[src/design/upd_pkg.sv]
// upd_pkg: shared types and constants of the url percent decoder
// queue entry layout, character codes and status codes; no dependencies
package upd_pkg;

  localparam logic [7:0] CH_NUL     = 8'h00;
  localparam logic [7:0] CH_PERCENT = 8'h25;
  localparam logic [7:0] CH_PLUS    = 8'h2B;
  localparam logic [7:0] CH_SPACE   = 8'h20;
  localparam logic [7:0] CH_0       = 8'h30;
  localparam logic [7:0] CH_9       = 8'h39;
  localparam logic [7:0] CH_UA      = 8'h41;
  localparam logic [7:0] CH_UF      = 8'h46;
  localparam logic [7:0] CH_LA      = 8'h61;
  localparam logic [7:0] CH_LF      = 8'h66;
  localparam logic [3:0] HEX_TEN    = 4'd10;

  localparam logic [1:0] ST_OK       = 2'd0;
  localparam logic [1:0] ST_BAD_HEX  = 2'd1;
  localparam logic [1:0] ST_OVERFLOW = 2'd2;

  localparam logic [15:0] CAP_RESET = 16'd256;

  // work for the back part: up to two bytes and an optional status result
  typedef struct packed {
    logic       b0_vld;
    logic [7:0] b0;
    logic       b1_vld;
    logic [7:0] b1;
    logic       term;
    logic [1:0] st;
  } upd_entry_t;

endpackage

[src/design/upd_front.sv]
// upd_front: accepts input bytes, keeps escape state and the byte count
// and pushes result work into the queue; depends on upd_pkg
module upd_front import upd_pkg::*; (
  input  logic        clk,
  input  logic        rst,
  input  logic        cfg_valid,
  input  logic [15:0] cfg_data,
  input  logic        in_valid,
  input  logic [7:0]  in_char,
  input  logic        q_full,
  output logic        in_ready,
  output logic        push,
  output upd_entry_t  push_entry
);

  localparam logic [1:0] PH_IDLE = 2'd0;
  localparam logic [1:0] PH_PCT  = 2'd1;
  localparam logic [1:0] PH_HELD = 2'd2;

  logic [15:0] out_capacity;
  logic [1:0]  escape_phase, escape_phase_next;
  logic [7:0]  held_digit, held_digit_next;
  logic [15:0] written_count, written_count_next;
  logic        discarding, discarding_next;

  logic        accept;
  logic [16:0] cap17;
  logic        room1, room2;
  logic        hi_ok, lo_ok;
  logic [3:0]  hi_val, lo_val;
  upd_entry_t  entry;

  function automatic logic [4:0] hex_value(input logic [7:0] c);
    logic [7:0] d;
    begin
      d = 8'd0;
      if (c >= CH_0 && c <= CH_9) begin
        d = c - CH_0;
        hex_value = {1'b1, d[3:0]};
      end else if (c >= CH_UA && c <= CH_UF) begin
        d = c - CH_UA;
        hex_value = {1'b1, d[3:0] + HEX_TEN};
      end else if (c >= CH_LA && c <= CH_LF) begin
        d = c - CH_LA;
        hex_value = {1'b1, d[3:0] + HEX_TEN};
      end else begin
        hex_value = 5'd0;
      end
    end
  endfunction

  function automatic logic [7:0] plain(input logic [7:0] c);
    plain = (c == CH_PLUS) ? CH_SPACE : c;
  endfunction

  assign accept   = in_valid && in_ready;
  assign in_ready = !q_full;
  assign cap17    = {1'b0, out_capacity};
  assign room1    = ({1'b0, written_count} + 17'd1) < cap17;
  assign room2    = ({1'b0, written_count} + 17'd2) < cap17;
  assign {hi_ok, hi_val} = hex_value(held_digit);
  assign {lo_ok, lo_val} = hex_value(in_char);

  always_comb begin
    escape_phase_next  = escape_phase;
    held_digit_next    = held_digit;
    written_count_next = written_count;
    discarding_next    = discarding;
    entry              = '0;
    if (in_char == CH_NUL) begin
      entry.term = 1'b1;
      if (discarding) begin
        entry.st = escape_phase;
      end else if (escape_phase == PH_PCT) begin
        entry.b0_vld = 1'b1;
        entry.b0     = CH_PERCENT;
      end else if (escape_phase == PH_HELD) begin
        entry.b0_vld = 1'b1;
        entry.b0     = CH_PERCENT;
        if (!room2) begin
          entry.st = ST_OVERFLOW;
        end else begin
          entry.b1_vld = 1'b1;
          entry.b1     = plain(held_digit);
        end
      end else if (out_capacity == 16'd0) begin
        entry.st = ST_OVERFLOW;
      end
      escape_phase_next  = PH_IDLE;
      held_digit_next    = 8'd0;
      written_count_next = 16'd0;
      discarding_next    = 1'b0;
    end else if (!discarding) begin
      if (escape_phase == PH_PCT) begin
        held_digit_next   = in_char;
        escape_phase_next = PH_HELD;
      end else if (escape_phase == PH_HELD) begin
        held_digit_next = 8'd0;
        if (!hi_ok || !lo_ok) begin
          discarding_next   = 1'b1;
          escape_phase_next = ST_BAD_HEX;
        end else begin
          escape_phase_next  = PH_IDLE;
          entry.b0_vld       = 1'b1;
          entry.b0           = {hi_val, lo_val};
          written_count_next = written_count + 16'd1;
        end
      end else if (!room1) begin
        discarding_next   = 1'b1;
        escape_phase_next = ST_OVERFLOW;
        held_digit_next   = 8'd0;
      end else if (in_char == CH_PERCENT) begin
        escape_phase_next = PH_PCT;
      end else begin
        entry.b0_vld       = 1'b1;
        entry.b0           = plain(in_char);
        written_count_next = written_count + 16'd1;
      end
    end
  end

  assign push       = accept && (entry.b0_vld || entry.term);
  assign push_entry = entry;

  always_ff @(posedge clk) begin
    if (rst) begin
      out_capacity  <= CAP_RESET;
      escape_phase  <= PH_IDLE;
      held_digit    <= 8'd0;
      written_count <= 16'd0;
      discarding    <= 1'b0;
    end else begin
      if (cfg_valid) begin
        out_capacity <= cfg_data;
      end
      if (accept) begin
        escape_phase  <= escape_phase_next;
        held_digit    <= held_digit_next;
        written_count <= written_count_next;
        discarding    <= discarding_next;
      end
    end
  end

  a_discard_status: assert property (@(posedge clk) disable iff (rst)
    discarding |-> (escape_phase == ST_BAD_HEX || escape_phase == ST_OVERFLOW))
    else $error("discarding without a stored error status");

  a_idle_no_held: assert property (@(posedge clk) disable iff (rst)
    (escape_phase == PH_IDLE && !discarding) |-> held_digit == 8'd0)
    else $error("held digit left over outside an escape");

  a_term_clears: assert property (@(posedge clk) disable iff (rst)
    (accept && in_char == CH_NUL) |=>
      (escape_phase == PH_IDLE && !discarding && written_count == 16'd0))
    else $error("terminator did not return state to start of string");

  a_term_pushes: assert property (@(posedge clk) disable iff (rst)
    (accept && in_char == CH_NUL) |-> push)
    else $error("terminator lost its status transaction");

endmodule

[src/design/upd_queue.sv]
// upd_queue: short fifo of result work between front and back parts
// depends on upd_pkg for the entry type
module upd_queue import upd_pkg::*; #(
  parameter int DEPTH = 4
) (
  input  logic       clk,
  input  logic       rst,
  input  logic       push,
  input  upd_entry_t push_entry,
  input  logic       pop,
  output logic       full,
  output logic       head_valid,
  output upd_entry_t head
);

  localparam int AW = (DEPTH > 1) ? $clog2(DEPTH) : 1;
  localparam int CW = $clog2(DEPTH + 1);
  localparam logic [AW-1:0] LAST = AW'(DEPTH - 1);
  localparam logic [CW-1:0] FULL_COUNT = CW'(DEPTH);

  upd_entry_t    mem [DEPTH];
  logic [AW-1:0] wr_ptr, rd_ptr;
  logic [CW-1:0] count;

  assign full       = (count == FULL_COUNT);
  assign head_valid = (count != '0);
  assign head       = mem[rd_ptr];

  always_ff @(posedge clk) begin
    if (push) begin
      mem[wr_ptr] <= push_entry;
    end
  end

  always_ff @(posedge clk) begin
    if (rst) begin
      wr_ptr <= '0;
      rd_ptr <= '0;
      count  <= '0;
    end else begin
      if (push) begin
        wr_ptr <= (wr_ptr == LAST) ? '0 : wr_ptr + 1'b1;
      end
      if (pop) begin
        rd_ptr <= (rd_ptr == LAST) ? '0 : rd_ptr + 1'b1;
      end
      if (push && !pop) begin
        count <= count + 1'b1;
      end else if (pop && !push) begin
        count <= count - 1'b1;
      end
    end
  end

  a_no_overrun: assert property (@(posedge clk) disable iff (rst)
    push |-> !full)
    else $error("write into a full queue");

  a_no_underrun: assert property (@(posedge clk) disable iff (rst)
    pop |-> head_valid)
    else $error("read from an empty queue");

  a_count_range: assert property (@(posedge clk) disable iff (rst)
    count <= FULL_COUNT)
    else $error("queue count beyond depth");

endmodule

[src/design/upd_back.sv]
// upd_back: expands queued work into result transactions, one a cycle
// unless out_ready stalls, via a registered output; depends on upd_pkg
module upd_back import upd_pkg::*; (
  input  logic       clk,
  input  logic       rst,
  input  logic       head_valid,
  input  upd_entry_t head,
  output logic       pop,
  output logic       out_valid,
  input  logic       out_ready,
  output logic [7:0] out_char,
  output logic       out_end,
  output logic [1:0] out_status
);

  logic       done0, done1;
  logic       r0, r1, r2;
  logic       load;
  logic [7:0] sel_char;
  logic       sel_end;
  logic [1:0] sel_status;

  assign r0   = head.b0_vld && !done0;
  assign r1   = head.b1_vld && !done1;
  assign r2   = head.term;
  assign load = head_valid && (!out_valid || out_ready);

  always_comb begin
    sel_char   = 8'd0;
    sel_end    = 1'b0;
    sel_status = ST_OK;
    pop        = 1'b0;
    if (r0) begin
      sel_char = head.b0;
      pop      = load && !r1 && !r2;
    end else if (r1) begin
      sel_char = head.b1;
      pop      = load && !r2;
    end else begin
      sel_end    = 1'b1;
      sel_status = head.st;
      pop        = load;
    end
  end

  always_ff @(posedge clk) begin
    if (rst) begin
      out_valid <= 1'b0;
      done0     <= 1'b0;
      done1     <= 1'b0;
    end else begin
      if (load) begin
        out_valid <= 1'b1;
      end else if (out_ready) begin
        out_valid <= 1'b0;
      end
      if (pop) begin
        done0 <= 1'b0;
        done1 <= 1'b0;
      end else if (load) begin
        if (r0) begin
          done0 <= 1'b1;
        end else begin
          done1 <= 1'b1;
        end
      end
    end
  end

  always_ff @(posedge clk) begin
    if (load) begin
      out_char   <= sel_char;
      out_end    <= sel_end;
      out_status <= sel_status;
    end
  end

  a_status_only_on_end: assert property (@(posedge clk) disable iff (rst)
    (out_valid && !out_end) |-> (out_status == ST_OK))
    else $error("status on a byte transaction");

  a_end_char_zero: assert property (@(posedge clk) disable iff (rst)
    (out_valid && out_end) |-> (out_char == 8'd0))
    else $error("non-zero byte on the status transaction");

  a_progress_needs_head: assert property (@(posedge clk) disable iff (rst)
    (done0 || done1) |-> head_valid)
    else $error("partial progress kept with no entry at the head");

endmodule

[src/design/url_percent_decoder_top.sv]
// url_percent_decoder_top: top level of the url percent decoder
// instantiates upd_front, upd_queue and upd_back; depends on upd_pkg
//
// input stream s_axis_*: one string byte per transaction, zero ends the string.
// output stream m_axis_*: decoded bytes, then one status transaction per string
//   with tlast high, tdata zero and tuser holding 0 ok, 1 bad hex, 2 overflow.
// cfg_*: writes the output capacity (bytes including terminator), reset 256;
//   the user must write it only while the block is idle; the block does not
//   enforce this. cfg_ready is always high.
// the front accepts one byte a cycle while the queue is not full and decodes
// it in that cycle; work goes through a QUEUE_DEPTH entry queue to the back,
// which drives a registered output: a result passes the queue entry and then
// the output register. throughput is one input a cycle while the queue is
// not full; the back emits one result a cycle unless m_axis_tready stalls it,
// so a terminator that flushes a pending escape yields up to three results.
// when m_axis_tready is low the output register holds, the queue fills and
// s_axis_tready drops once it is full. reset (rst, synchronous) empties the
// queue, clears the escape state and sets the capacity back to 256.
module url_percent_decoder_top import upd_pkg::*; #(
  parameter int QUEUE_DEPTH = 4
) (
  input  logic        clk,
  input  logic        rst,
  input  logic        cfg_valid,
  output logic        cfg_ready,
  input  logic [15:0] cfg_data,       // out_capacity
  input  logic        s_axis_tvalid,
  output logic        s_axis_tready,
  input  logic [7:0]  s_axis_tdata,   // in_char
  output logic        m_axis_tvalid,
  input  logic        m_axis_tready,
  output logic [7:0]  m_axis_tdata,   // out_char
  output logic        m_axis_tlast,
  output logic [1:0]  m_axis_tuser    // status
);

  logic       push, pop, q_full, head_valid;
  upd_entry_t push_entry, head;

  assign cfg_ready = 1'b1;

  upd_front u_front (
    .clk        (clk),
    .rst        (rst),
    .cfg_valid  (cfg_valid),
    .cfg_data   (cfg_data),
    .in_valid   (s_axis_tvalid),
    .in_char    (s_axis_tdata),
    .q_full     (q_full),
    .in_ready   (s_axis_tready),
    .push       (push),
    .push_entry (push_entry)
  );

  upd_queue #(.DEPTH(QUEUE_DEPTH)) u_queue (
    .clk        (clk),
    .rst        (rst),
    .push       (push),
    .push_entry (push_entry),
    .pop        (pop),
    .full       (q_full),
    .head_valid (head_valid),
    .head       (head)
  );

  upd_back u_back (
    .clk        (clk),
    .rst        (rst),
    .head_valid (head_valid),
    .head       (head),
    .pop        (pop),
    .out_valid  (m_axis_tvalid),
    .out_ready  (m_axis_tready),
    .out_char   (m_axis_tdata),
    .out_end    (m_axis_tlast),
    .out_status (m_axis_tuser)
  );

endmodule
[config.mk]
export PLATFORM = sky130hd
export DESIGN_NAME = url_percent_decoder_top
export DESIGN_NICKNAME = d
export VERILOG_FILES = /design/src/design/upd_pkg.sv /design/src/design/upd_front.sv /design/src/design/upd_queue.sv /design/src/design/upd_back.sv /design/src/design/url_percent_decoder_top.sv
export SDC_FILE = /design/constraint.sdc
export NUM_CORES = 1
export LEC_CHECK = 0
export BUFFER_PORTS_ARGS = -buffer_cell sky130_fd_sc_hd__buf_4
export CORE_MARGIN = 1.5
export CORE_UTILIZATION = 30
export DETAILED_ROUTE_END_ITERATION = 7
export PLACE_DENSITY = 0.52
export SLEW_MARGIN = 0
export SYNTH_ARGS = -nofsm -noshare
export SYNTH_HDL_FRONTEND = slang
export SYNTH_SLANG_ARGS = --single-unit
export TNS_END_PERCENT = 100
[constraint.sdc]
create_clock -name clk -period 5.75 [get_ports clk]
set_clock_uncertainty 0.1 [all_clocks]
set_input_delay 1.725 -clock clk [delete_from_list [all_inputs] [get_ports clk]]
set_output_delay 1.725 -clock clk [all_outputs]
set_load 0.05 [all_outputs]
==> results.md <==
* Share of total power in the clock network at 33.6%
* Slew margin rel. at 24.7%
* Count of pins over their slew limit at 0
* Number of fillers in the final layout at 2459
* Most frequent cell after synthesis: sky130_fd_sc_hd__edfxtp_1
* Floorplan die area at 27000 sq um
* Post-Route Hold Slack at 0.362 ns
* Placed instance count at 1000
* Maximum fanout encountered on the critical timing path at 11
* Count of standard-cell rows at 58
* Mapped Avg Cell Area at 11.9 sq um
* Port bufs at 41
* Crit path arrival time at 5.53 ns
* Minimum setup slack after placement at 0.488 ns
* Number of H-tree branching levels at 4
* Tightest Hold Check Type: reg -> reg
* Post-route setup slack at 0.474 ns
* Number of routed nets with antenna violations at 0
* Area added between synthesis and finish at 15.6%
* Post-Syn Nets at 733
* Met2 Routed Length at 8280 um
* Number of buffers created by CTS at 17
* Max-capacitance violation count at 0
* Final critical-path share of the clock period at 91.8%
* Number of buffers added for setup after CTS at 0
* Count of synthesis-stage warnings from yosys at 0
* Worst slew pin tran at 1.13 ns
* Internal Dissipation at 2.32 mW
* Clock sink total at 150
* CTS tree: built
* Number of vias per cell at 4.85
* Clock latency on the worst-skew pair at 0.43 ns
* First-iteration detailed-routing DRC count at 299
* Wire length of the first global-routing pass at 27200 um
* Highest routed metal layer: met4
* Clock Path Buffers at 2
* Count of different cell masters after synthesis at 73
* Reg clk slew, reported paths at 0.06 ns
* Util after Layout at 35.6%
* Aggregate global routing overflow at 0
* Area share of the largest cell type after synthesis at 36.5%
* Total inserted antenna cells at 0
* Cell with the largest stage delay on the worst path: sky130_fd_sc_hd__dfxtp_1
* Endpoints failing setup at 0
* Post-CTS sizing at 0
* NetSw at 1.15 mW
* RSZ-0062 raised after global routing: no
* Last weighted congestion value of the routability-driven placer at 0.839
* CP Launch Type: flip-flop
* Post-layout instance count excluding filler cells at 1032
* Leading register cell type out of synthesis: sky130_fd_sc_hd__edfxtp_1
* Estimated wirelength of the detail-placed design at 12100 um
* Number of nets in the finished design at 768
* Floorplan die height at 164 um
* Layout cells sized above 1 at 19.4%
* Static Leak at 3.37 nW
* Post-synthesis instance area at 7810 sq um
* Status: finished clean
* Classification of the worst setup path: reg -> reg
* Total power density per cell area at 384 nW/um^2
* Share of synthesized area occupied by flip-flops and latches at 50.6%
* Cell at the root of the clock tree: sky130_fd_sc_hd__clkbuf_16
* Area of the placeable core at 25300 sq um
* Antenna violations before repair at 0
* Setup TNS at 0 ns
* Post-synthesis instance total at 654
* Wirelength per Cell at 16.7 um
* Nature of the critical path endpoint: flip-flop
* Final hold viol count at 0
* Asr flop ratio synth at 0%
* Critical Path RT at 6.00 ns
* DRC violations left at 0
* Sequential share of power at 39.6%
* Largest area contributor in the synthesized netlist: sky130_fd_sc_hd__edfxtp_1
* Critical path cell sequence: ha_1, and3_1, and3_1, and3_1, nand2_1, or2_2, xnor2_1, ha_1, a21o_1, a21oi_1, o21ai_0, nor2_2, a211oi_2, nor2_2, ha_1, inv_1, fa_1, xor2_1, or3_1, a21oi_1
* Peak supply drop at 242 uV
* Peak Freq at 190 MHz
* Commonest cells in the synthesized netlist: 95 x sky130_fd_sc_hd__edfxtp_1, 55 x sky130_fd_sc_hd__dfxtp_1, 50 x sky130_fd_sc_hd__nor2_1
* Vias at 5001
* Total wire length at 17300 um
* Portion of total power attributed to combinational logic at 26.8%
* Metal3 WL at 528 um
* Top area cells in the synthesized netlist: sky130_fd_sc_hd__edfxtp_1 37%, sky130_fd_sc_hd__dfxtp_1 14%, sky130_fd_sc_hd__ha_1 7.9%
* Switching part of the total at 33.2%
* Pre-Repair DR Iteration Count at 4
* Number of global-route vias before repair at 4761
* Global-route usage over all layers at 13.4%
* Metal-1 WL at 8230 um
* Initial cell density of the core at 30.8%
* Pin count of the biggest net entering global routing at 41
* Largest delay contributor family on the critical path: simple AND/OR/NAND/NOR gates
* Die width at 164 um
* Number of synthesized register bits at 150
* Highest cell delay on the worst timing path at 0.46 ns
* Quantity of hold-fixing buffers added after cts at 0
* Shortest clock period the worst path allows after layout at 5.28 ns
* WP buf/inv at 1
* Post-synth EDFFs at 95
* Number of ports placed on the die boundary at 43
## layout by cell type (no fill, tap or decap), types with 5 or more instances in the layout
cell | Yosys | layout
sky130_fd_sc_hd__mux2i_1 | 26 | 26
sky130_fd_sc_hd__nand3_1 | 24 | 24
sky130_fd_sc_hd__nor2_1 | 50 | 50
sky130_fd_sc_hd__a21oi_2 | 5 | 5
sky130_fd_sc_hd__nor4_1 | 5 | 5
sky130_fd_sc_hd__and2_1 | 11 | 11
sky130_fd_sc_hd__nand2_1 | 39 | 39
sky130_fd_sc_hd__nand4_1 | 10 | 10
sky130_fd_sc_hd__buf_4 | 4 | 48
sky130_fd_sc_hd__clkbuf_16 | 0 | 17
sky130_fd_sc_hd__xnor2_1 | 18 | 18
sky130_fd_sc_hd__xor2_1 | 14 | 14
sky130_fd_sc_hd__ha_1 | 49 | 49
sky130_fd_sc_hd__nand2b_1 | 11 | 11
sky130_fd_sc_hd__mux4_2 | 21 | 21
sky130_fd_sc_hd__o31ai_2 | 7 | 7
sky130_fd_sc_hd__nor3_1 | 6 | 6
sky130_fd_sc_hd__a21oi_1 | 29 | 29
sky130_fd_sc_hd__clkinv_8 | 0 | 5
sky130_fd_sc_hd__o21ai_0 | 10 | 10
sky130_fd_sc_hd__edfxtp_1 | 95 | 95
sky130_fd_sc_hd__and3_1 | 10 | 10
sky130_fd_sc_hd__o211ai_1 | 9 | 9
sky130_fd_sc_hd__inv_1 | 31 | 31
sky130_fd_sc_hd__dfxtp_1 | 55 | 55
## layer usage
metal | GRT usage [%] | vias up
li1 | - | 2520
met1 | 17.8 | 2382
met2 | 21.5 | 84
met3 | 2.68 | 15
met4 | 5.04 | 0
met5 | 0 | -
## power by group through the flow
| stage | sequential [mW] | clock, mW | combinational [mW] |
|---|---|---|---|
| after floorplan | 1.54 | 0 | 0.552 |
| after CTS | 1.38 | 1.19 | 0.954 |
| after detailed placement | 1.40 | 0 | 0.951 |
| final | 1.37 | 1.16 | 0.930 |
| after global routing | 1.39 | 1.22 | 1.02 |
| after global placement | 1.40 | 0 | 0.946 |
## per-stage QoR
stage / cell area (sq um) / power, mW
global route: 9020 / 3.64
detailed placement: 8400 / 2.35
floorplan: 7810 / 2.09
finish: 9020 / 3.47
CTS: 9020 / 3.52
global placement: 8400 / 2.34
## state kept, by name, summed over array words and instances (netlist names), named ones only
| name | cells |
|---|---|
| u_back.done0 | 1 |
| u_back.done1 | 1 |
| u_back.out_char | 8 |
| u_back.out_end | 1 |
| u_back.out_status | 2 |
| u_back.out_valid | 1 |
| u_front.discarding | 1 |
| u_front.escape_phase | 2 |
| u_front.held_digit | 8 |
| u_front.out_capacity | 16 |
| u_front.written_count | 16 |
| u_queue.count | 3 |
| u_queue.mem | 84 |
| u_queue.rd_ptr | 2 |
| u_queue.wr_ptr | 2 |
## worst paths after layout
path	from	end	slack [ns]	cells past startpoint
setup / recovery	u_front.written_count[2]	u_queue.count[2]	0.47	20
hold / removal	u_back.done0	u_back.done0	0.36	2
setup reg to reg	u_front.written_count[2]	u_queue.count[2]	0.47	20
hold reg to reg	u_back.done0	u_back.done0	0.36	2
## cell families (layout without fill, tap and decap cells)
logic type	Yosys count	after routing	share of synthesized area (%)
AOI/OAI and AO/OA	109	109	10.6
xor gates and xnor gates	32	32	3.59
adders and majority gates	50	50	8.11
buffers and inverters	64	112	3.86
DFF	150	150	50.6
muxes	48	48	9.54
other	1	1	0.0480
and+or+nand+nor	200	200	13.7
## tightest hold or removal path, stage by stage (launching register included)
cell and delay, ns:
sky130_fd_sc_hd__dfxtp_1 0.32, sky130_fd_sc_hd__a21oi_1 0.04, sky130_fd_sc_hd__nor2_1 0.07
## layout make-up
| type | count | area (sq um) | share of cell area (%) |
|---|---|---|---|
| repair buffers | 48 | 360 | 3.99 |
| clock inverters | 15 | 200 | 2.22 |
| flip-flops and latches | 150 | 3950 | 43.8 |
| inverters | 32 | 120 | 1.33 |
| well taps | 330 | 413 | 4.58 |
| multi-input cells | 440 | 3550 | 39.4 |
| clock buffers | 17 | 425 | 4.71 |
Note: power is estimated with default switching activity, not from simulation.
